`src/hdl/rpb_pkg.sv`:
```
// Shared types, codes and defaults for the refcounted packet buffer pool.
`default_nettype none

package rpb_pkg;

  localparam int unsigned MAX_HANDLES_DEF = 32;
  localparam int unsigned MAX_BUFFERS_DEF = 32;

  localparam logic [5:0]  HANDLE_COUNT_RST = 6'd26;
  localparam logic [5:0]  BUFFER_COUNT_RST = 6'd24;
  localparam logic [15:0] BUFFER_BYTES_RST = 16'd1666;

  localparam int unsigned IN_W   = 24;
  localparam int unsigned OUT_W  = 80;
  localparam int unsigned CFG_IW = 2;
  localparam int unsigned CFG_DW = 16;

  localparam logic [CFG_IW-1:0] CFG_HANDLE_COUNT = 2'd0;
  localparam logic [CFG_IW-1:0] CFG_BUFFER_COUNT = 2'd1;
  localparam logic [CFG_IW-1:0] CFG_BUFFER_BYTES = 2'd2;

  typedef enum logic [2:0] {
    ACT_INIT    = 3'd0,
    ACT_ALLOC   = 3'd1,
    ACT_FREE    = 3'd2,
    ACT_CLONE   = 3'd3,
    ACT_READCLR = 3'd4
  } action_e;

  typedef enum logic [1:0] {
    ST_OK        = 2'd0,
    ST_NO_HANDLE = 2'd1,
    ST_NO_BUFFER = 2'd2,
    ST_TOO_LARGE = 2'd3
  } status_e;

  localparam logic [15:0] FAIL_MAX = 16'hFFFF;

endpackage

`default_nettype wire

```
`src/hdl/refcounted_packet_buffer_pool_unit.sv`:
```
// Refcounted packet buffer pool: sequencer, free-list pointers and counters.
//
// Usage: commands enter on the s_axis channel as one item each (action, request length,
// handle) and each command gives exactly one result item on the m_axis channel.
// Configuration (handle count, buffer count, buffer bytes) is written through the
// cfg_we_i / cfg_index_i / cfg_data_i port; the two counts take effect at the next init,
// buffer bytes at the next alloc commit. Throughput: one item at a time. Alloc, free
// and clone run accept (free-list and binding reads), reference count read and
// write-back commit; read-and-clear and undefined actions run accept and commit.
// Init sweeps both free-list memories, one entry a cycle, in index order.
// The result sits in an output register; the next item is accepted while it waits.
// If the receiver stalls and the output register is still full, the commit step
// holds (no state changes) until the register frees up.
// Reset: both free lists empty, counters, peaks and failure count zero, no handle
// live, registers back to 26 / 24 / 1666. Free-list memories hold nothing valid
// until the first init.
`default_nettype none

module refcounted_packet_buffer_pool_unit #(
  parameter int unsigned MAX_HANDLES = rpb_pkg::MAX_HANDLES_DEF,
  parameter int unsigned MAX_BUFFERS = rpb_pkg::MAX_BUFFERS_DEF
) (
  input  wire logic                        clk_i,
  input  wire logic                        rst_ni,
  input  wire logic                        cfg_we_i,
  input  wire logic [rpb_pkg::CFG_IW-1:0]  cfg_index_i,
  input  wire logic [rpb_pkg::CFG_DW-1:0]  cfg_data_i,
  input  wire logic                        s_axis_tvalid,
  output logic                             s_axis_tready,
  // action[2:0], request_length[18:3], handle[23:19]
  input  wire logic [rpb_pkg::IN_W-1:0]    s_axis_tdata,
  output logic                             m_axis_tvalid,
  input  wire logic                        m_axis_tready,
  // status[1:0], new_handle[6:2], buffer_index[11:7], granted_bytes[28:12],
  // ref_count[34:29], buffer_released[35], handles_used[41:36], buffers_used[47:42],
  // handles_peak[53:48], buffers_peak[59:54], failure_count[75:60], zero[79:76]
  output logic      [rpb_pkg::OUT_W-1:0]   m_axis_tdata
);

  localparam int unsigned HW   = $clog2(MAX_HANDLES);
  localparam int unsigned BW   = $clog2(MAX_BUFFERS);
  localparam int unsigned HCW  = $clog2(MAX_HANDLES + 1);
  localparam int unsigned BCW  = $clog2(MAX_BUFFERS + 1);
  localparam int unsigned HSW  = HCW + 1;
  localparam int unsigned BSW  = BCW + 1;
  localparam int unsigned RW   = HCW;
  localparam int unsigned MAXD = (MAX_HANDLES > MAX_BUFFERS) ? MAX_HANDLES : MAX_BUFFERS;
  localparam int unsigned IW   = $clog2(MAXD);

  typedef enum logic [1:0] {
    S_IDLE,
    S_READ,
    S_INIT,
    S_COMMIT
  } state_e;

  state_e state_q, state_d;

  // configuration
  logic [5:0]  hcnt_cfg_q, bcnt_cfg_q;
  logic [15:0] bytes_cfg_q;

  // latched item
  logic [2:0]    action_q, action_d;
  logic [15:0]   len_q, len_d;
  logic [HW-1:0] hin_q, hin_d;
  logic          src_ok_q, src_ok_d;

  // free-list pointers, counters
  logic [HW-1:0]  hhead_q, hhead_d;
  logic [HCW-1:0] hcount_q, hcount_d;
  logic [BW-1:0]  bhead_q, bhead_d;
  logic [BCW-1:0] bcount_q, bcount_d;
  logic [HCW-1:0] hused_q, hused_d, hpeak_q, hpeak_d;
  logic [BCW-1:0] bused_q, bused_d, bpeak_q, bpeak_d;
  logic [15:0]    fail_q, fail_d;
  logic [MAX_HANDLES-1:0] live_q, live_d;
  logic [IW-1:0]  sweep_q, sweep_d;

  // output register
  logic                     out_valid_q, out_valid_d;
  logic [rpb_pkg::OUT_W-1:0] out_data_q, out_data_d;

  // memory ports
  logic          hf_we, hf_re, bf_we, bf_re, hb_we, hb_re, rf_we, rf_re;
  logic [HW-1:0] hf_waddr, hf_wdata, hf_rdata, hb_waddr, hb_raddr;
  logic [BW-1:0] bf_waddr, bf_wdata, bf_rdata, hb_wdata, hb_rdata, rf_waddr;
  logic [RW-1:0] rf_wdata, rf_rdata;

  logic          in_accept, out_free, commit;
  logic [4:0]    in_handle;
  logic          in_range, in_live;
  logic [HSW-1:0] htail_sum;
  logic [BSW-1:0] btail_sum;
  logic [HW-1:0]  htail, hhead_inc;
  logic [BW-1:0]  btail, bhead_inc;
  logic [HCW-1:0] hinit;
  logic [BCW-1:0] binit;
  logic [15:0]    fail_inc;
  logic [HCW-1:0] hused_inc;
  logic [BCW-1:0] bused_inc;
  logic [RW-1:0]  ref_dec;

  // result fields
  logic [1:0]  r_status;
  logic [4:0]  r_nh, r_bi;
  logic [16:0] r_granted;
  logic [5:0]  r_refc;
  logic        r_rel;
  logic [15:0] r_fc;

  assign s_axis_tready = (state_q == S_IDLE);
  assign in_accept     = s_axis_tvalid && s_axis_tready;
  assign out_free      = !out_valid_q || m_axis_tready;
  assign commit        = (state_q == S_COMMIT) && out_free;
  assign m_axis_tvalid = out_valid_q;
  assign m_axis_tdata  = out_data_q;

  assign in_handle = s_axis_tdata[23:19];
  assign in_range  = 32'(in_handle) < MAX_HANDLES;
  assign in_live   = in_range ? live_q[HW'(in_handle)] : 1'b0;

  // tail = (head + count) mod depth, sum stays below twice the depth
  assign htail_sum = HSW'(hhead_q) + HSW'(hcount_q);
  assign htail     = (htail_sum >= HSW'(MAX_HANDLES)) ? HW'(htail_sum - HSW'(MAX_HANDLES))
                                                       : HW'(htail_sum);
  assign btail_sum = BSW'(bhead_q) + BSW'(bcount_q);
  assign btail     = (btail_sum >= BSW'(MAX_BUFFERS)) ? BW'(btail_sum - BSW'(MAX_BUFFERS))
                                                       : BW'(btail_sum);
  assign hhead_inc = (hhead_q == HW'(MAX_HANDLES - 1)) ? '0 : hhead_q + 1'b1;
  assign bhead_inc = (bhead_q == BW'(MAX_BUFFERS - 1)) ? '0 : bhead_q + 1'b1;

  assign hinit = (9'(hcnt_cfg_q) > 9'(MAX_HANDLES)) ? HCW'(MAX_HANDLES) : HCW'(hcnt_cfg_q);
  assign binit = (9'(bcnt_cfg_q) > 9'(MAX_BUFFERS)) ? BCW'(MAX_BUFFERS) : BCW'(bcnt_cfg_q);

  assign fail_inc  = (fail_q == rpb_pkg::FAIL_MAX) ? fail_q : fail_q + 16'd1;
  assign hused_inc = hused_q + 1'b1;
  assign bused_inc = bused_q + 1'b1;
  assign ref_dec   = (rf_rdata == '0) ? '0 : rf_rdata - 1'b1;

  // read strobes: list heads and binding at accept, reference count in the following cycle
  assign hf_re    = in_accept;
  assign bf_re    = in_accept;
  assign hb_re    = in_accept;
  assign hb_raddr = HW'(in_handle);
  assign rf_re    = (state_q == S_READ);

  always_comb begin
    state_d     = state_q;
    action_d    = action_q;
    len_d       = len_q;
    hin_d       = hin_q;
    src_ok_d    = src_ok_q;
    sweep_d     = sweep_q;
    hhead_d     = hhead_q;
    hcount_d    = hcount_q;
    bhead_d     = bhead_q;
    bcount_d    = bcount_q;
    hused_d     = hused_q;
    bused_d     = bused_q;
    hpeak_d     = hpeak_q;
    bpeak_d     = bpeak_q;
    fail_d      = fail_q;
    live_d      = live_q;
    out_valid_d = out_valid_q;
    out_data_d  = out_data_q;

    hf_we    = 1'b0;
    hf_waddr = htail;
    hf_wdata = hf_rdata;
    bf_we    = 1'b0;
    bf_waddr = btail;
    bf_wdata = hb_rdata;
    hb_we    = 1'b0;
    hb_waddr = hf_rdata;
    hb_wdata = bf_rdata;
    rf_we    = 1'b0;
    rf_waddr = bf_rdata;
    rf_wdata = RW'(1);

    r_status  = rpb_pkg::ST_OK;
    r_nh      = '0;
    r_bi      = '0;
    r_granted = '0;
    r_refc    = '0;
    r_rel     = 1'b0;
    r_fc      = fail_q;

    if (out_valid_q && m_axis_tready) begin
      out_valid_d = 1'b0;
    end

    case (state_q)
      S_IDLE: begin
        if (in_accept) begin
          action_d = s_axis_tdata[2:0];
          len_d    = s_axis_tdata[18:3];
          hin_d    = HW'(in_handle);
          src_ok_d = in_live;
          sweep_d  = '0;
          case (s_axis_tdata[2:0])
            rpb_pkg::ACT_INIT:  state_d = S_INIT;
            rpb_pkg::ACT_ALLOC,
            rpb_pkg::ACT_FREE,
            rpb_pkg::ACT_CLONE: state_d = S_READ;
            default:            state_d = S_COMMIT;
          endcase
        end
      end
      S_READ: begin
        state_d = S_COMMIT;
      end
      S_INIT: begin
        // rebuild both lists in index order
        hf_we    = 32'(sweep_q) < MAX_HANDLES;
        hf_waddr = HW'(sweep_q);
        hf_wdata = HW'(sweep_q);
        bf_we    = 32'(sweep_q) < MAX_BUFFERS;
        bf_waddr = BW'(sweep_q);
        bf_wdata = BW'(sweep_q);
        sweep_d  = sweep_q + 1'b1;
        if (sweep_q == IW'(MAXD - 1)) begin
          state_d = S_COMMIT;
        end
      end
      S_COMMIT: begin
        if (out_free) begin
          state_d = S_IDLE;
          case (action_q)
            rpb_pkg::ACT_INIT: begin
              live_d   = '0;
              hhead_d  = '0;
              hcount_d = hinit;
              bhead_d  = '0;
              bcount_d = binit;
              hused_d  = '0;
              bused_d  = '0;
              hpeak_d  = '0;
              bpeak_d  = '0;
            end
            rpb_pkg::ACT_ALLOC: begin
              if (hcount_q == '0) begin
                r_status = rpb_pkg::ST_NO_HANDLE;
                fail_d   = fail_inc;
              end else if (len_q > bytes_cfg_q || bcount_q == '0) begin
                // handle rotates from head to tail
                r_status = (len_q > bytes_cfg_q) ? rpb_pkg::ST_TOO_LARGE
                                                 : rpb_pkg::ST_NO_BUFFER;
                fail_d   = fail_inc;
                hf_we    = 1'b1;
                hhead_d  = hhead_inc;
              end else begin
                hhead_d  = hhead_inc;
                hcount_d = hcount_q - 1'b1;
                bhead_d  = bhead_inc;
                bcount_d = bcount_q - 1'b1;
                hused_d  = hused_inc;
                bused_d  = bused_inc;
                if (hused_inc > hpeak_q) hpeak_d = hused_inc;
                if (bused_inc > bpeak_q) bpeak_d = bused_inc;
                live_d[hf_rdata] = 1'b1;
                hb_we     = 1'b1;
                rf_we     = 1'b1;
                r_nh      = 5'(hf_rdata);
                r_bi      = 5'(bf_rdata);
                r_refc    = 6'd1;
                r_granted = (17'(len_q) + 17'd3) & ~17'd3;
              end
            end
            rpb_pkg::ACT_FREE: begin
              if (src_ok_q) begin
                rf_we    = 1'b1;
                rf_waddr = hb_rdata;
                rf_wdata = ref_dec;
                if (ref_dec == '0) begin
                  if (bcount_q != BCW'(MAX_BUFFERS)) begin
                    bf_we    = 1'b1;
                    bcount_d = bcount_q + 1'b1;
                  end
                  if (bused_q != '0) bused_d = bused_q - 1'b1;
                  r_rel = 1'b1;
                end
                live_d[hin_q] = 1'b0;
                if (hcount_q != HCW'(MAX_HANDLES)) begin
                  hf_we    = 1'b1;
                  hf_wdata = hin_q;
                  hcount_d = hcount_q + 1'b1;
                end
                if (hused_q != '0) hused_d = hused_q - 1'b1;
                r_bi   = 5'(hb_rdata);
                r_refc = 6'(ref_dec);
              end
            end
            rpb_pkg::ACT_CLONE: begin
              if (!src_ok_q) begin
                r_status = rpb_pkg::ST_NO_HANDLE;
              end else if (hcount_q == '0) begin
                r_status = rpb_pkg::ST_NO_HANDLE;
                fail_d   = fail_inc;
              end else begin
                hhead_d  = hhead_inc;
                hcount_d = hcount_q - 1'b1;
                hused_d  = hused_inc;
                if (hused_inc > hpeak_q) hpeak_d = hused_inc;
                live_d[hf_rdata] = 1'b1;
                hb_we    = 1'b1;
                hb_wdata = hb_rdata;
                rf_we    = 1'b1;
                rf_waddr = hb_rdata;
                rf_wdata = rf_rdata + 1'b1;
                r_nh     = 5'(hf_rdata);
                r_bi     = 5'(hb_rdata);
                r_refc   = 6'(rf_rdata + 1'b1);
              end
            end
            rpb_pkg::ACT_READCLR: begin
              fail_d = '0;
            end
            default: begin
            end
          endcase
          // failure count shown after the action, or before the clear for read-and-clear
          r_fc        = (action_q == rpb_pkg::ACT_READCLR) ? fail_q : fail_d;
          out_valid_d = 1'b1;
          out_data_d  = {4'd0, r_fc, 6'(bpeak_d), 6'(hpeak_d), 6'(bused_d), 6'(hused_d),
                         r_rel, r_refc, r_granted, r_bi, r_nh, r_status};
        end
      end
      default: begin
        state_d = S_IDLE;
      end
    endcase
  end

  always_ff @(posedge clk_i or negedge rst_ni) begin
    if (!rst_ni) begin
      state_q     <= S_IDLE;
      hcnt_cfg_q  <= rpb_pkg::HANDLE_COUNT_RST;
      bcnt_cfg_q  <= rpb_pkg::BUFFER_COUNT_RST;
      bytes_cfg_q <= rpb_pkg::BUFFER_BYTES_RST;
      action_q    <= '0;
      src_ok_q    <= 1'b0;
      sweep_q     <= '0;
      hhead_q     <= '0;
      hcount_q    <= '0;
      bhead_q     <= '0;
      bcount_q    <= '0;
      hused_q     <= '0;
      bused_q     <= '0;
      hpeak_q     <= '0;
      bpeak_q     <= '0;
      fail_q      <= '0;
      live_q      <= '0;
      out_valid_q <= 1'b0;
    end else begin
      state_q     <= state_d;
      action_q    <= action_d;
      src_ok_q    <= src_ok_d;
      sweep_q     <= sweep_d;
      hhead_q     <= hhead_d;
      hcount_q    <= hcount_d;
      bhead_q     <= bhead_d;
      bcount_q    <= bcount_d;
      hused_q     <= hused_d;
      bused_q     <= bused_d;
      hpeak_q     <= hpeak_d;
      bpeak_q     <= bpeak_d;
      fail_q      <= fail_d;
      live_q      <= live_d;
      out_valid_q <= out_valid_d;
      if (cfg_we_i) begin
        case (cfg_index_i)
          rpb_pkg::CFG_HANDLE_COUNT: hcnt_cfg_q  <= cfg_data_i[5:0];
          rpb_pkg::CFG_BUFFER_COUNT: bcnt_cfg_q  <= cfg_data_i[5:0];
          rpb_pkg::CFG_BUFFER_BYTES: bytes_cfg_q <= cfg_data_i;
          default: begin
          end
        endcase
      end
    end
  end

  // payload registers, no reset
  always_ff @(posedge clk_i) begin
    len_q      <= len_d;
    hin_q      <= hin_d;
    out_data_q <= out_data_d;
  end

  rpb_ram #(.DEPTH(MAX_HANDLES), .WIDTH(HW)) u_handle_fifo (
    .clk_i   (clk_i),
    .we_i    (hf_we),
    .waddr_i (hf_waddr),
    .wdata_i (hf_wdata),
    .re_i    (hf_re),
    .raddr_i (hhead_q),
    .rdata_o (hf_rdata)
  );

  rpb_ram #(.DEPTH(MAX_BUFFERS), .WIDTH(BW)) u_buffer_fifo (
    .clk_i   (clk_i),
    .we_i    (bf_we),
    .waddr_i (bf_waddr),
    .wdata_i (bf_wdata),
    .re_i    (bf_re),
    .raddr_i (bhead_q),
    .rdata_o (bf_rdata)
  );

  rpb_ram #(.DEPTH(MAX_HANDLES), .WIDTH(BW)) u_handle_to_buffer (
    .clk_i   (clk_i),
    .we_i    (hb_we),
    .waddr_i (hb_waddr),
    .wdata_i (hb_wdata),
    .re_i    (hb_re),
    .raddr_i (hb_raddr),
    .rdata_o (hb_rdata)
  );

  rpb_ram #(.DEPTH(MAX_BUFFERS), .WIDTH(RW)) u_buffer_refs (
    .clk_i   (clk_i),
    .we_i    (rf_we),
    .waddr_i (rf_waddr),
    .wdata_i (rf_wdata),
    .re_i    (rf_re),
    .raddr_i (hb_rdata),
    .rdata_o (rf_rdata)
  );

endmodule

`default_nettype wire

```
`src/hdl/rpb_ram.sv`:
```
// Simple dual-port synchronous RAM, one write and one registered read port.
`default_nettype none

module rpb_ram #(
  parameter int unsigned DEPTH = rpb_pkg::MAX_HANDLES_DEF,
  parameter int unsigned WIDTH = 5
) (
  input  wire logic                     clk_i,
  input  wire logic                     we_i,
  input  wire logic [$clog2(DEPTH)-1:0] waddr_i,
  input  wire logic [WIDTH-1:0]         wdata_i,
  input  wire logic                     re_i,
  input  wire logic [$clog2(DEPTH)-1:0] raddr_i,
  output logic      [WIDTH-1:0]         rdata_o
);

  logic [WIDTH-1:0] mem [DEPTH];

  always_ff @(posedge clk_i) begin
    if (we_i) begin
      mem[waddr_i] <= wdata_i;
    end
  end

  // read data holds until the next read strobe
  always_ff @(posedge clk_i) begin
    if (re_i) begin
      rdata_o <= mem[raddr_i];
    end
  end

endmodule

`default_nettype wire
```
`config.mk`:
```
export PLATFORM = sky130hd
export DESIGN_NAME = refcounted_packet_buffer_pool_unit
export DESIGN_NICKNAME = d
export VERILOG_FILES = /design/src/hdl/rpb_pkg.sv /design/src/hdl/refcounted_packet_buffer_pool_unit.sv /design/src/hdl/rpb_ram.sv
export SDC_FILE = /design/constraint.sdc
export NUM_CORES = 1
export LEC_CHECK = 0
export BUFFER_PORTS_ARGS = -buffer_cell sky130_fd_sc_hd__buf_2
export CORE_MARGIN = 8
export CORE_UTILIZATION = 51
export CTS_BUF_LIST = sky130_fd_sc_hd__clkbuf_16
export DETAILED_ROUTE_END_ITERATION = 10
export GPL_TIMING_DRIVEN = 0
export PLACE_DENSITY_LB_ADDON = 0.08
export SLEW_MARGIN = 20
export SYNTH_ARGS = -nofsm -noshare
export SYNTH_HDL_FRONTEND = slang
export SYNTH_HIERARCHICAL = 1
export SYNTH_SLANG_ARGS = --single-unit
```
`constraint.sdc`:
```
create_clock -name clk_i -period 6 [get_ports clk_i]
set_input_delay 0.3 -clock clk_i [delete_from_list [all_inputs] [get_ports clk_i]]
set_output_delay 0.3 -clock clk_i [all_outputs]
set_load 0.02 [all_outputs]
```
# Word level (Yosys, flattened, before mapping)
# Memories as Yosys holds them, arrays and structs flattened. A register that Yosys moved wholly into a read port is not among the register bits.
# Index checks and enable logic that the tools add are counted.
[word_totals]
ff_bits = 231
ramBits = 672
inputBits = 47
output_inout_bits = 82
elab_cells = 287
mem_count = 4
[classes]
n_addsub = 19
n_lt_le_gt_ge = 12
n_eq_ne = 29
mux = 157
bitwise = 4
reduce_logical = 38
[memory_table]
columns = ["memory", "words", "word_bits", "read_ports", "rd_clocked_by_memory_dff", "write_ports", "line", "text"]
rows = [
  ["u_buffer_refs.mem", 32, 6, 1, 1, 1, "rpb_ram.sv:17", "logic [WIDTH-1:0] mem [DEPTH];"],
  ["u_buffer_fifo.mem", 32, 5, 1, 1, 1, "rpb_ram.sv:17", ""],
  ["u_handle_fifo.mem", 32, 5, 1, 1, 1, "rpb_ram.sv:17", ""],
  ["u_handle_to_buffer.mem", 32, 5, 1, 1, 1, "rpb_ram.sv:17", ""],
]
[ops]
columns = ["operator", "count"]
rows = [
  ["$mux W6", 41],
  ["$mux W5", 33],
  ["$mux W32", 5],
  ["$pmux W32 S4", 1],
  ["$mux W16", 6],
  ["$pmux W6 S3", 4],
  ["$pmux W5 S2", 5],
  ["$pmux W16 S3", 1],
  ["$pmux W6 S4", 2],
  ["$mux W1", 39],
  ["$and A32 B32 Y32", 1],
  ["$not A32 Y32", 1],
  ["$or A32 B32 Y32", 1],
  ["$add A6 B1 Y6 const B", 5],
  ["$pmux W5 S3", 2],
  ["$sub A6 B1 Y6 const B", 5],
  ["$logic_not A6 Y1", 4],
  ["$pmux W6 S2", 2],
  ["$ne A2 B2 Y1 const B", 10],
  ["$lt A5 B6 Y1 const B", 3],
  ["$add A16 B2 Y17 const B", 1],
  ["$add A16 B1 Y16 const B", 1],
  ["$eq A16 B16 Y1 const B", 1],
  ["$gt A16 B16 Y1", 1],
  ["40 further kinds", 84],
]

# Depth between registers and ports, before layout
# Gate-level depths: netlist of the first run.
[logic_depth]
word_depth = 10
mapped_depth = 14
depth_no_buf = 11

# Modules after synthesis
# Netlist of the first run, hierarchy kept.
[by_module_without_submodules]
columns = ["module", "n_inst", "cells_each", "area_per_inst_um2", "seq_area_each_um2"]
rows = [
  ["rpb_ram at u_buffer_fifo ...", 3, 277, 6394.9, 4954.8],
  ["refcounted_packet_buffer_pool_unit", 1, 1360, 13618.1, 6217.2],
  ["rpb_ram at u_buffer_refs", 1, 323, 7649.8, 5945.7],
]

# Worst setup path before layout of the first run
# Ideal clock, no wire load.
[synth_path]
path_kind = "reg-to-reg"
startpoint = "reg state_q[0]"
endpoint = "mem u_buffer_fifo.mem[56][0], in the netlist u_buffer_fifo/mem[28][0] (enable)"
setup_time_ps = 340
t_arrival_ps = 4717
t_required_ps = 5660
setup_slack_ps = 943
stages_incl_launch_ff = 10
path_buffers = 3
synth_period_minus_slack_ps = 5057
cell_sequence = "dfrtp_1 > ha_1 > nand2_1 > inv_1 > clkbuf_1 > clkbuf_1 > a31o_2 > or3b_2 > clkbuf_1 > nor2_1"
[synth_via]
elab_chain_len = 4
elab_cells_between_ends = 6
cone_classes = "2 x eq/ne; 4 x mux"
[synth_rtl]
columns = ["item", "line", "text"]
rows = [
  ["start, declared", "refcounted_packet_buffer_pool_unit.sv:57", "state_e state_q, state_d;"],
  ["start signal, assigned", "refcounted_packet_buffer_pool_unit.sv:356", "state_q <= state_d;"],
  ["$eq A2 B2 Y1", "refcounted_packet_buffer_pool_unit.sv:193", "case (state_q)"],
  ["$pmux W1 S2 (*)", "refcounted_packet_buffer_pool_unit.sv:193", ""],
  ["named net bf_we", "refcounted_packet_buffer_pool_unit.sv:85", "logic hf_we, hf_re, bf_we, bf_re, hb_we, hb_re, rf_we, rf_re;"],
  ["$mux W1 (*)", "rpb_ram.sv:20", "if (we_i) begin"],
  ["$mux W1 (implied by the code) (*)", "rpb_ram.sv:21", "mem[waddr_i] <= wdata_i;"],
  ["end, declared", "rpb_ram.sv:17", ""],
]
# Mark *: on every way through the listed nets, which the timed path passes. The rest lies on a longest branch.

# Worst setup path after layout of the first run
[layout_path]
startpoint = "reg len_q[13]"
endpoint = "mem u_buffer_refs/mem[0][2] in the netlist's numbering (enable)"
[layout_via]
elab_chain_len = 9
[layout_rtl]
columns = ["item", "line", "text"]
rows = [
  ["start, declared", "refcounted_packet_buffer_pool_unit.sv:65", "logic [15:0] len_q, len_d;"],
  ["start signal, assigned", "refcounted_packet_buffer_pool_unit.sv:385", "len_q <= len_d;"],
  ["$gt A16 B16 Y1", "refcounted_packet_buffer_pool_unit.sv:245", "end else if (len_q > bytes_cfg_q || bcount_q == '0) begin"],
  ["$logic_or A1 B1 Y1", "refcounted_packet_buffer_pool_unit.sv:245", ""],
  ["$mux W1", "refcounted_packet_buffer_pool_unit.sv:245", ""],
  ["$mux W1", "refcounted_packet_buffer_pool_unit.sv:242", "if (hcount_q == '0) begin"],
  ["$pmux W1 S3", "refcounted_packet_buffer_pool_unit.sv:229", "case (action_q)"],
  ["$mux W1", "refcounted_packet_buffer_pool_unit.sv:227", "if (out_free) begin"],
  ["$mux W1", "refcounted_packet_buffer_pool_unit.sv:193", ""],
  ["named net rf_we", "refcounted_packet_buffer_pool_unit.sv:85", ""],
  ["$mux W1", "rpb_ram.sv:20", ""],
  ["$mux W1 (implied by the code)", "rpb_ram.sv:21", ""],
  ["end, declared", "rpb_ram.sv:17", ""],
]
# The timed path passes the listed nets, and every way through them passes these cells.

==> results of run 1 <==
-- power breakdown --
group	internal, mW	switching, mW
Sequential	7.99	0.365
Clock	3.37	2.46
Combinational	1.79	3.39
-- repair_timing --
item | CTS | global route
hold endpoints to repair | 115 | 0
hold buffers | 43 | 0
buffers inserted | 0 | 0
-- cell families (layout without fill, tap and decap cells) --
group,count (synthesis),count (layout),synth area share (%)
fa+ha+maj,68,68,2.18
simple gates,564,564,6.94
mux,308,308,14.7
buf+inv,191,547,2.00
flops,922,922,66.8
compound gates,418,418,6.49
xor+xnor,42,42,0.909
other cells,1,6,0.00927
-- final cells by class --
| class | instances | area (um^2) |
|---|---|---|
| plain buffers | 125 | 566 |
| clock buffers | 96 | 2400 |
| clock inverters | 81 | 742 |
| fillers | 6024 | 32400 |
| inverters | 66 | 248 |
| multi-input cells | 1406 | 12800 |
| flip-flops and latches | 922 | 27000 |
| well taps | 1050 | 1310 |
| repair buffers | 179 | 1280 |
-- how the worst max path moves through the flow --
| stage | slack, ps | startpoint | cells after the start | to |
|---|---|---|---|---|
| 2_1_floorplan | 940 | state_q[0]$_DFFE_PN0P_ | 9 | u_buffer_fifo/mem[28][0]$_DFFE_PP_ |
| 3_3_place_gp | -1350 | state_q[0]$_DFFE_PN0P_ | 9 | u_buffer_fifo/mem[28][3]$_DFFE_PP_ |
| 3_5_place_dp | 890 | len_q[13]$_DFFE_PP_ | 12 | u_buffer_refs/mem[0][1]$_DFFE_PP_ |
| 4_1_cts | 860 | len_q[13]$_DFFE_PP_ | 12 | u_buffer_refs/mem[8][0]$_DFFE_PP_ |
| 5_1_grt | 700 | len_q[13]$_DFFE_PP_ | 12 | u_buffer_refs/mem[0][2]$_DFFE_PP_ |
| 6_report | 870 | len_q[13]$_DFFE_PP_ | 12 | u_buffer_refs/mem[0][2]$_DFFE_PP_ |
-- synthesized netlist by cell type (8+ instances only) --
library cell    n  area, um^2
a211oi_1       11        82.6
a21o_1         15         113
a21oi_1        92         460
a22o_1         13         114
a32o_1          9        90.1
and2_1         13        81.3
and3_1         13        81.3
buf_1           9        33.8
buf_2          25         125
clkbuf_1       79         297
dfrtp_1       125        3130
dfstp_2         9         236
edfxtp_1      788       23700
ha_1           64         801
inv_1          64         240
mux2_2         77         867
mux2i_1        11         110
mux4_2        220        4950
nand2_1        93         349
nand2b_1       14        87.6
nand3_1        59         295
nand3b_1       33         248
nand4_1        24         150
nor2_1        209         785
nor2b_1        13        81.3
nor3_1         25         125
nor3b_1        11        82.6
o211ai_1       25         188
o21ai_0       153         766
o21ai_1         8        40.0
o22ai_1        10        62.6
o31ai_1        18         135
or3_1          11        68.8
or3b_2         12         105
xnor2_1        18         158
xor2_1         24         210
-- worst max-delay path, cell delays in order, from the launching register on --
cell,delay [ps]
edfxtp_1,450
ha_1,340
a211oi_1,230
o22ai_1,120
nor3_1,260
o211ai_2,310
a21oi_1,520
clkbuf_1,560
nor2_1,140
nor3_1,480
or3b_2,490
clkbuf_1,290
nor2_1,570
-- layout by cell type, fill, tap and decap left out, types with 77 or more instances in the layout --
cell type and instances:
inv_1 84, clkbuf_1 78, o21ai_0 147, mux2_2 77, dfrtp_1 125, a21oi_1 92
buf_2 146, clkbuf_16 96, edfxtp_1 788, mux4_2 220, nor2_1 209, nand2_1 92
-- state kept, by name (all words and copies together), names as in the netlist, 16 cells and up --
name	cells
live_q	32
bytes_cfg_q	16
u_buffer_refs/mem	192
fail_q	16
u_handle_fifo/mem	160
u_buffer_fifo/mem	160
m_axis_tdata	74
len_q	16
u_handle_to_buffer/mem	160
-- through the flow --
stage                     power [mW]  hold WS (ps)  util (%)  area, um^2
after global routing            20.2           138      58.8       46300
after global placement          13.4           473      53.8       42400
after CTS                       19.5           174      58.8       46300
after floorplan                 11.7          4.41         -       40500
final                           19.4           143      58.8       46300
after detailed placement        13.6           295      54.3       42700
-- per-layer routing --
metal	vias to the layer above	global-route usage, %	routed length [um]
li1	10561	-	-
met1	12270	30.2	41000
met2	871	35.3	47200
met3	183	3.35	5970
met4	0	6.60	2860
met5	-	0	0
==> results.md, run 1 <==
* CTS tree: built
* Hold Vio Cnt, Final at 0
* Max Fanout on Critical Path at 10
* Crit share post-route at between 80 and 90%
* Status: finished, final reports clean
* Die area at just under 90,000 um^2
* Min-delay src: cfg_index_i[0]
* Critical R2R Launch: len_q[13]$_DFFE_PP_
* Reg2Reg Depth at 12
* Required time of the critical path at 6300 ps
* Die height at 298 um
* TritonRoute pass-1 iters at 6
* Pre-CTS setup slack at 892 ps
* Slew headroom at just over 20%
* GP Congestion at between 0.9 and 1
* Net count, final at between 2,000 and 3,000
* P_leak at between 15 and 20 nW
* Placed insts at around 3,700
* TritonCTS buffer count at between 90 and 100
* Reg-to-Reg End: u_buffer_refs/mem[0][2]$_DFFE_PP_
* Drt wl/cell at approximately 25 um
* Worst-skew pair later-pin latency at 670 ps
* Total GRT Usage at a little over a fifth
* Unrepaired setup endpoints after global routing: no
* Final Max Tran Viols at 0
* Core Rows at 103
* Area growth, synth to finish at 14.5%
* Worst hold path type: input port to flip-flop
* Worst Hold End: hcnt_cfg_q[2]$_DFFE_PN0P_
* Post-route setup slack at slightly below 900 ps
* Die Wd at 298 um
* Initial DRC Count at between 2,000 and 2,500
* Share of layout cells above drive strength 1 at 23.2%
* Initial core utilization at 51.4%
* MaxCap Viol Count at 0
* Vias in the first global route at 24,320
* Post-CTS resize count at 0
* Worst Tran Pin Value at 1180 ps
* Vias post-DR at about 24,000
* DP HPWL at ~68,000 um
* Ys async rst share at about 15%
* CTS Root Cell: clkbuf_16
* Type of the worst setup path: flip-flop to flip-flop
* F_max at just under 0.2 GHz
* VDD IR-drop max at 0.000239 V
* Synth warn at 6
* Clock transition at path regs at 60 ps
* Drt total wl at between 90,000 and 100,000 um
* Clock Path Buffers at 3
* Total negative slack at 0 ps
* Finish-stage setup viols at 0
* Pwr dens at between 400 and 500 nW/um^2
* Setup crit end kind: flip-flop
* Seq/Total Area, Yosys at between 60% and 70%
* Clk_skew at 39.9 ps
* Routed vias/inst at ~6
* Worst EP arrival at 5430 ps
* Total global routing overflow at 0
* IO Count at around 130
* Startpoint types: flip-flop
* Max H-tree Level at 3
* Largest net degree at the start of global routing at 75
* Port Buffers at approximately 120
* Tmin final at 5130 ps
* Syn_area_per_cell at 16.1 um^2
* Post-DRT Antenna Nets at 0
* First-pass GRT wire length at ~150,000 um
* Worst Hold Depth at 3
* Mapped Area at between 40,000 and 50,000 um^2
* Top FF cell, synth: edfxtp_1
* Yosys cell types at between 80 and 90
* CTS sink cnt at approximately 900
* R2R setup slack at 870 ps
* Drt drc at 0
* Cells after synthesis at about 2,500
* Yosys reg bits at slightly above 900
* Initial antenna violation count at 0
* Post-synth EDFFs at just under 800
* Core area at just under 80,000 um^2
* Antenna cells at 0
* Non-filler cells, final at approximately 3,900
Power figures use the tool's default switching activity.
==> inputs of run 2 (changes only) <==
--- a/config.mk
+++ b/config.mk
@@ -6,6 +6,7 @@
 export NUM_CORES = 1
 export LEC_CHECK = 0
 export BUFFER_PORTS_ARGS = -buffer_cell sky130_fd_sc_hd__buf_2
+export CORE_ASPECT_RATIO = 0.5
 export CORE_MARGIN = 8
 export CORE_UTILIZATION = 51
 export CTS_BUF_LIST = sky130_fd_sc_hd__clkbuf_16
==> results.md, run 2 (same netlist as run 1, synthesis figures left out) <==
* Die Wd at 414 um (+39%)
* Final Core Density at 57.8% (-1.0 points)
* Net count, final at 2,896 (-0.52%)
* # fillers at 6,122 (+1.6%)
* Initial antenna violation count at 3 (+3)
* GP Congestion at 0.881 (-3.1%)
* Setup crit end kind: flip-flop
* Reg with most FFs: u_buffer_refs/mem
* DP HPWL at 69,300 um (+1.6%)
* F_max at 0.192 GHz (-1.4%)
* Tmin final at 5210 ps (+72.9 ps)
* Required time of the critical path at 6300 ps (about the same)
* Unrepaired setup endpoints after global routing: no
* Port Buffers at 122 (unchanged)
* Slew headroom at 24.2% (+3.9 points)
* Drt total wl at 99,300 um (+2.3%)
* Post-CTS resize count at 0 (unchanged)
* Worst EP arrival at 5510 ps (+80 ps)
* Largest net degree at the start of global routing at 70 (-6.7%)
* Core area at 79,000 um^2 (+0.34%)
* Total GRT Usage at 22.1% (+0.45 points)
* Status: finished, final reports clean
* Worst hold path type: input port to async pin
* First-pass GRT wire length at 151,000 um (+1.0%)
* CTS Root Cell: clkbuf_16
* Vias in the first global route at 23,760 (-2.3%)
* TritonCTS buffer count at 82 (-15%)
* Total global routing overflow at 0 (unchanged)
* Most common cell after layout, fill and taps aside: edfxtp_1
* IO Count at 129 (unchanged)
* CP startpoint: len_q[13]$_DFFE_PP_
* Drt wl/cell at 25.5 um (+3.1%)
* Initial DRC Count at 2,302 (+0.22%)
* CTS sink cnt at 922 (unchanged)
* Largest register FFs at 192 (unchanged)
* Max Fanout on Critical Path at 10 (unchanged)
* Finish-stage setup viols at 0 (unchanged)
* Most frequent cells in the layout: edfxtp_1, mux4_2, nor2_1
* Share of layout cells above drive strength 1 at 22.4% (-0.73 points)
* CTS tree: built
* TritonRoute pass-1 iters at 8 (+2)
* Antenna cells at 0 (unchanged)
* Worst-skew pair later-pin latency at 670 ps (about the same)
* Initial core utilization at 51.2% (-0.17 points)
* Clk_skew at 30.5 ps (-9.41 ps)
* Max H-tree Level at 3 (unchanged)
* Area growth, synth to finish at 12.9%
* Routed vias/inst at 6.06 (-0.42%)
* Startpoint types: flip-flop
* Critical R2R Launch: len_q[13]$_DFFE_PP_
* Final Max Tran Viols at 0 (unchanged)
* Die area at 89,100 um^2 (+0.62%)
* Hold slack at 189 ps (+46.5 ps)
* MaxCap Viol Count at 0 (unchanged)
* Crit share post-route at 86.8% (+1.2 points)
* Clock transition at path regs at 70 ps (about the same)
* Hold Vio Cnt, Final at 0 (unchanged)
* Core Rows at 73 (-29%)
* P_leak at 15.4 nW (-2.2%)
* Vias post-DR at 23,597 (-1.2%)
* Die height at 215 um (-28%)
* Drt drc at 0 (unchanged)
* Pwr dens at 407 nW/um^2 (-2.6%)
* Post-DRT Antenna Nets at 0 (unchanged)
* Clock Path Buffers at 3 (unchanged)
* Type of the worst setup path: flip-flop to flip-flop
* VDD IR-drop max at 0.000278 V (+16%)
* Worst Tran Pin Value at 1120 ps (-58.0 ps)
-- run 2: cell count changes in the layout (fill, tap and decap cells not counted), sizes merged --
cell and change:
clkbuf -13, bufinv -5, buf -1, inv -3, clkinv -14, clkinvlp +5
-- run 2: final cells by class --
type | count | area, um^2 | share of cell area (%)
Sequential cell | 922 | 27000 | 59.2
Multi-Input combinational cell | 1406 | 12700 | 27.9
Clock buffer | 83 | 2080 | 4.55
Tap cell | 1050 | 1310 | 2.88
Timing Repair Buffer | 178 | 1250 | 2.75
Buffer | 125 | 566 | 1.24
Clock inverter | 64 | 452 | 0.989
Inverter | 66 | 248 | 0.542
-- run 2: report_power, final --
part / total [mW] / internal (mW) / switching (mW)
Sequential: 8.38 / 7.98 / 0.394
Clock: 5.11 / 2.74 / 2.37
Combinational: 5.11 / 1.78 / 3.33
-- run 2: what timing repair did --
item                                    CTS  global route
buffers inserted                          0             0
hold buffers                             43             0
hold endpoints to repair                120             0
endpoints found under the setup margin    0             0
-- run 2: worst paths after layout --
| check | end | slack (ps) | depth (start not counted) |
|---|---|---|---|
| hold / removal | fail_q[15]$_DFFE_PN0P_ | 190 | 2 |
| setup / recovery | u_buffer_refs/mem[0][4]$_DFFE_PP_ | 790 | 12 |
| max in group asynchronous | live_q[24]$_DFFE_PN0P_ | 5010 | 3 |
| setup reg to reg | u_buffer_refs/mem[0][4]$_DFFE_PP_ | 790 | 12 |
| hold reg to reg | hpeak_q[2]$_DFFE_PN0P_ | 490 | 1 |
| min in group clk_i | hcnt_cfg_q[5]$_DFFE_PN0P_ | 190 | 3 |
-- run 2: routing by layer --
metal	vias to the layer above	GRT usage, %	wire length (um)
li1	10502	-	-
met1	12201	31.7	44100
met2	729	34.8	46500
met3	165	4.27	6270
met4	0	6.07	2480
met5	-	0	0
-- run 2: stage by stage --
step,TNS (ps),std cells,power [mW],instance area (um^2),setup WS (ps)
floorplan,0,2519,11.7,40500,943
global placement,-327960,3691,13.4,42400,-1280
detailed placement,0,3704,13.6,42700,896
CTS,0,3894,18.7,45700,837
global route,0,3894,19.5,45700,496
finish,0,3894,18.6,45700,795
-- run 2: worst max-delay path, stage by stage, from the launching register on --
cell and delay [ps]:
edfxtp_1 470, ha_1 340, a211oi_1 230, o22ai_1 130, nor3_1 280, o211ai_2 320
a21oi_1 570, clkbuf_1 550, nor2_1 100, nor3_1 480, or3b_2 490, clkbuf_1 290
nor2_1 580
==> inputs of run 3 (changes only) <==
--- a/config.mk
+++ b/config.mk
@@ -7,8 +7,7 @@
 export LEC_CHECK = 0
 export BUFFER_PORTS_ARGS = -buffer_cell sky130_fd_sc_hd__buf_2
 export CORE_ASPECT_RATIO = 0.5
-export CORE_MARGIN = 8
-export CORE_UTILIZATION = 51
+export CORE_UTILIZATION = 25
 export CTS_BUF_LIST = sky130_fd_sc_hd__clkbuf_16
 export DETAILED_ROUTE_END_ITERATION = 10
 export GPL_TIMING_DRIVEN = 0
==> results.md, run 3 (same netlist as run 1, synthesis figures left out) <==
* Multi-input gate area at 12,800 um^2 (about the same)
* Critical R2R Launch: bytes_cfg_q[1]$_DFFE_PN1P_
* Post-DRT Antenna Nets at 0 (unchanged)
* Core Rows at 103 (+41%)
* Die height at 286 um (+33%)
* Critical path's top delay family: simple AND/OR/NAND/NOR gates
* CTS sink cnt at 922 (unchanged)
* Worst hold path type: input port to flip-flop
* CP startpoint: bytes_cfg_q[1]$_DFFE_PN1P_
* Crit-path cells: inv_1, ha_1, nand4_1, or4_1, buf_2, a21oi_1, clkbuf_1, nor2_1, nor3_1, or3b_2, clkbuf_1, nor2_1
* Sequential Power Share at 41.9% (-3.1 points)
* # fillers at 15,716 (+160%)
* Post-CTS resize count at 0 (unchanged)
* Tmin final at 5390 ps (+181 ps)
* P_leak at 15.8 nW (+2.6%)
* F_max at 0.186 GHz (-3.4%)
* Clock Path Buffers at 3 (unchanged)
* Worst-skew pair later-pin latency at 720 ps (+50 ps)
* GP Congestion at 0.796 (-9.7%)
* Critical Path Stages at 12 (unchanged)
* Hold Vio Cnt, Final at 0 (unchanged)
* IO Count at 129 (unchanged)
* Total GRT Usage at 14.7% (-7.4 points)
* Largest net degree at the start of global routing at 85 (+21%)
* Clock power share at 31.0% (+3.5 points)
* Unrepaired setup endpoints after global routing: no
* Antenna cells at 0 (unchanged)
* Seq. cell area at 27,000 um^2 (unchanged)
* Setup crit end kind: flip-flop
* Clk_skew at 28.3 ps (-2.19 ps)
* DP HPWL at 85,000 um (+23%)
* Worst setup path endpoint: u_buffer_refs/mem[16][1]$_DFFE_PP_
* TritonCTS buffer count at 95 (+16%)
* Reg-to-Reg End: u_buffer_refs/mem[16][1]$_DFFE_PP_
* Int Power at 13.3 mW (+6.5%)
* Die area at 164,000 um^2 (+83%)
* Initial DRC Count at 1,917 (-17%)
* Type of the worst setup path: flip-flop to flip-flop
* VDD IR-drop max at 0.000252 V (-9.6%)
* Slew headroom at 25.8% (+1.6 points)
* Final Max Tran Viols at 0 (unchanged)
* Required time of the critical path at 6330 ps (+30 ps)
* Max Fanout on Critical Path at 10 (unchanged)
* MaxCap Viol Count at 0 (unchanged)
* Max H-tree Level at 3 (unchanged)
* Reg with most FFs: u_buffer_refs/mem
* Drt wl/cell at 24.0 um (-6.0%)
* CTS tree: built
* Clock transition at path regs at 70 ps (about the same)
* WP buf/inv at 4 (+2)
* Most frequent cells in the layout: edfxtp_1, mux4_2, nor2_1
* Pre-CTS setup slack at 684 ps (-212 ps)
* Initial core utilization at 25.4% (-26 points)
* Area growth, synth to finish at 18.5%
* Core area at 159,000 um^2 (+100%)
* R2R setup slack at 610 ps (-180 ps)
* Worst Tran Pin Value at 1110 ps (-12.3 ps)
* Worst EP arrival at 5710 ps (+200 ps)
* Combinational cell fraction of total power at 27.1% (-0.4 points)
* Reg2Reg Depth at 12 (unchanged)
* Grt met3 use at 2.31% (-2.0 points)
* Post-route setup slack at 614 ps (-181 ps)
* Routed vias/inst at 4.68 (-23%)
* Slowest CP cell: nor2_1
* Status: finished, final reports clean
* Met1 GRT Util at 21.4% (-10 points)
* Psw at 6.79 mW (+11%)
* Drt total wl at 121,000 um (+21%)
* Drt drc at 0 (unchanged)
* Largest register FFs at 192 (unchanged)
* Net count, final at 2,916 (+0.69%)
* Initial antenna violation count at 10 (+7)
* Startpoint types: flip-flop
* Hold slack at 105 ps (-84.8 ps)
* Vias in the first global route at 23,817 (+0.24%)
* Most common cell after layout, fill and taps aside: edfxtp_1
* Die Wd at 571 um (+38%)
* Share of layout cells above drive strength 1 at 23.5% (+1.1 points)
* Crit share post-route at 89.8% (+3.0 points)
* CTS Root Cell: clkbuf_16
* GR peak layer: met2
* Vias post-DR at 23,554 (-0.18%)
* Finish-stage setup viols at 0 (unchanged)
* Total global routing overflow at 0 (unchanged)
* Pwr dens at 419 nW/um^2 (+3.0%)
* TritonRoute pass-1 iters at 5 (-3)
* Port Buffers at 122 (unchanged)
* Switching part of the total at 33.8% (+1.0 points)
* Met2 GRT Util at 23.1% (-12 points)
* Crit path largest cell delay at 630 ps (+50 ps)
* First-pass GRT wire length at 174,000 um (+15%)
==> run 3: cell count changes in the layout (fill, tap and decap cells not counted), sizes merged <==
cell,change
clkinv,+16
clkbuf,+13
buf,+7
inv,-6
bufinv,+8
==> run 3: through the flow <==
step	area [um^2]	TNS [ps]	utilization (%)	power [mW]	instances
global placement	43800	-706550	27.5	13.9	4793
global route	48000	0	30.1	21.1	5034
floorplan	40500	0	-	11.7	2519
finish	48000	0	30.1	20.1	5034
CTS	47900	0	30.1	20.4	5034
detailed placement	44300	0	27.8	14.1	4813
==> run 3: worst min-delay path, stage by stage <==
cell and delay [ps]:
buf_2 90, nor3b_1 130, mux2_2 260
==> run 3: layer usage <==
| layer | part of all wire, % | wire (um) | up-vias |
|---|---|---|---|
| met2 | 46 | 55700 | 554 |
| met1 | 48 | 57500 | 12298 |
| li1 | - | - | 10564 |
| met5 | 0.025 | 30 | - |
| met3 | 4.6 | 5540 | 134 |
| met4 | 1.6 | 1890 | 4 |
==> run 3: power groups by stage <==
stage | Clock (mW) | Sequential (mW) | Combinational [mW]
finish | 6.23 | 8.43 | 5.44
detailed placement | 0 | 8.58 | 5.49
floorplan | 0 | 8.61 | 3.12
CTS | 6.44 | 8.45 | 5.53
global route | 6.66 | 8.50 | 5.93
global placement | 0 | 8.67 | 5.26
==> run 3: worst min path at each step <==
stage	startpoint	end	slack (ps)	cells after the start
finish	cfg_index_i[0]	hcnt_cfg_q[1]$_DFFE_PN1P_	100	3
global route	cfg_index_i[0]	hcnt_cfg_q[5]$_DFFE_PN0P_	70	3
CTS	cfg_index_i[0]	hcnt_cfg_q[5]$_DFFE_PN0P_	50	3
detailed placement	rst_ni	bytes_cfg_q[12]$_DFFE_PN0P_	270	1
global placement	hpeak_q[4]$_DFFE_PN0P_	hpeak_q[4]$_DFFE_PN0P_	470	1
floorplan	rst_ni	action_q[0]$_DFFE_PN0P_	4	0
==> run 3: layout make-up <==
cell class / instances / area share [%]
clock inverter: 82 / 1.75
sequential: 922 / 56.4
multi-input combinational: 1406 / 26.6
tap: 2152 / 5.61
buffer: 125 / 1.18
clock buffer: 96 / 5.01
timing repair buffer: 185 / 2.97
inverter: 66 / 0.517
==> run 3: what timing repair did <==
action | CTS | global route
setup buffers | 0 | 0
endpoints found under the hold margin | 113 | 0
hold buffers | 43 | 0
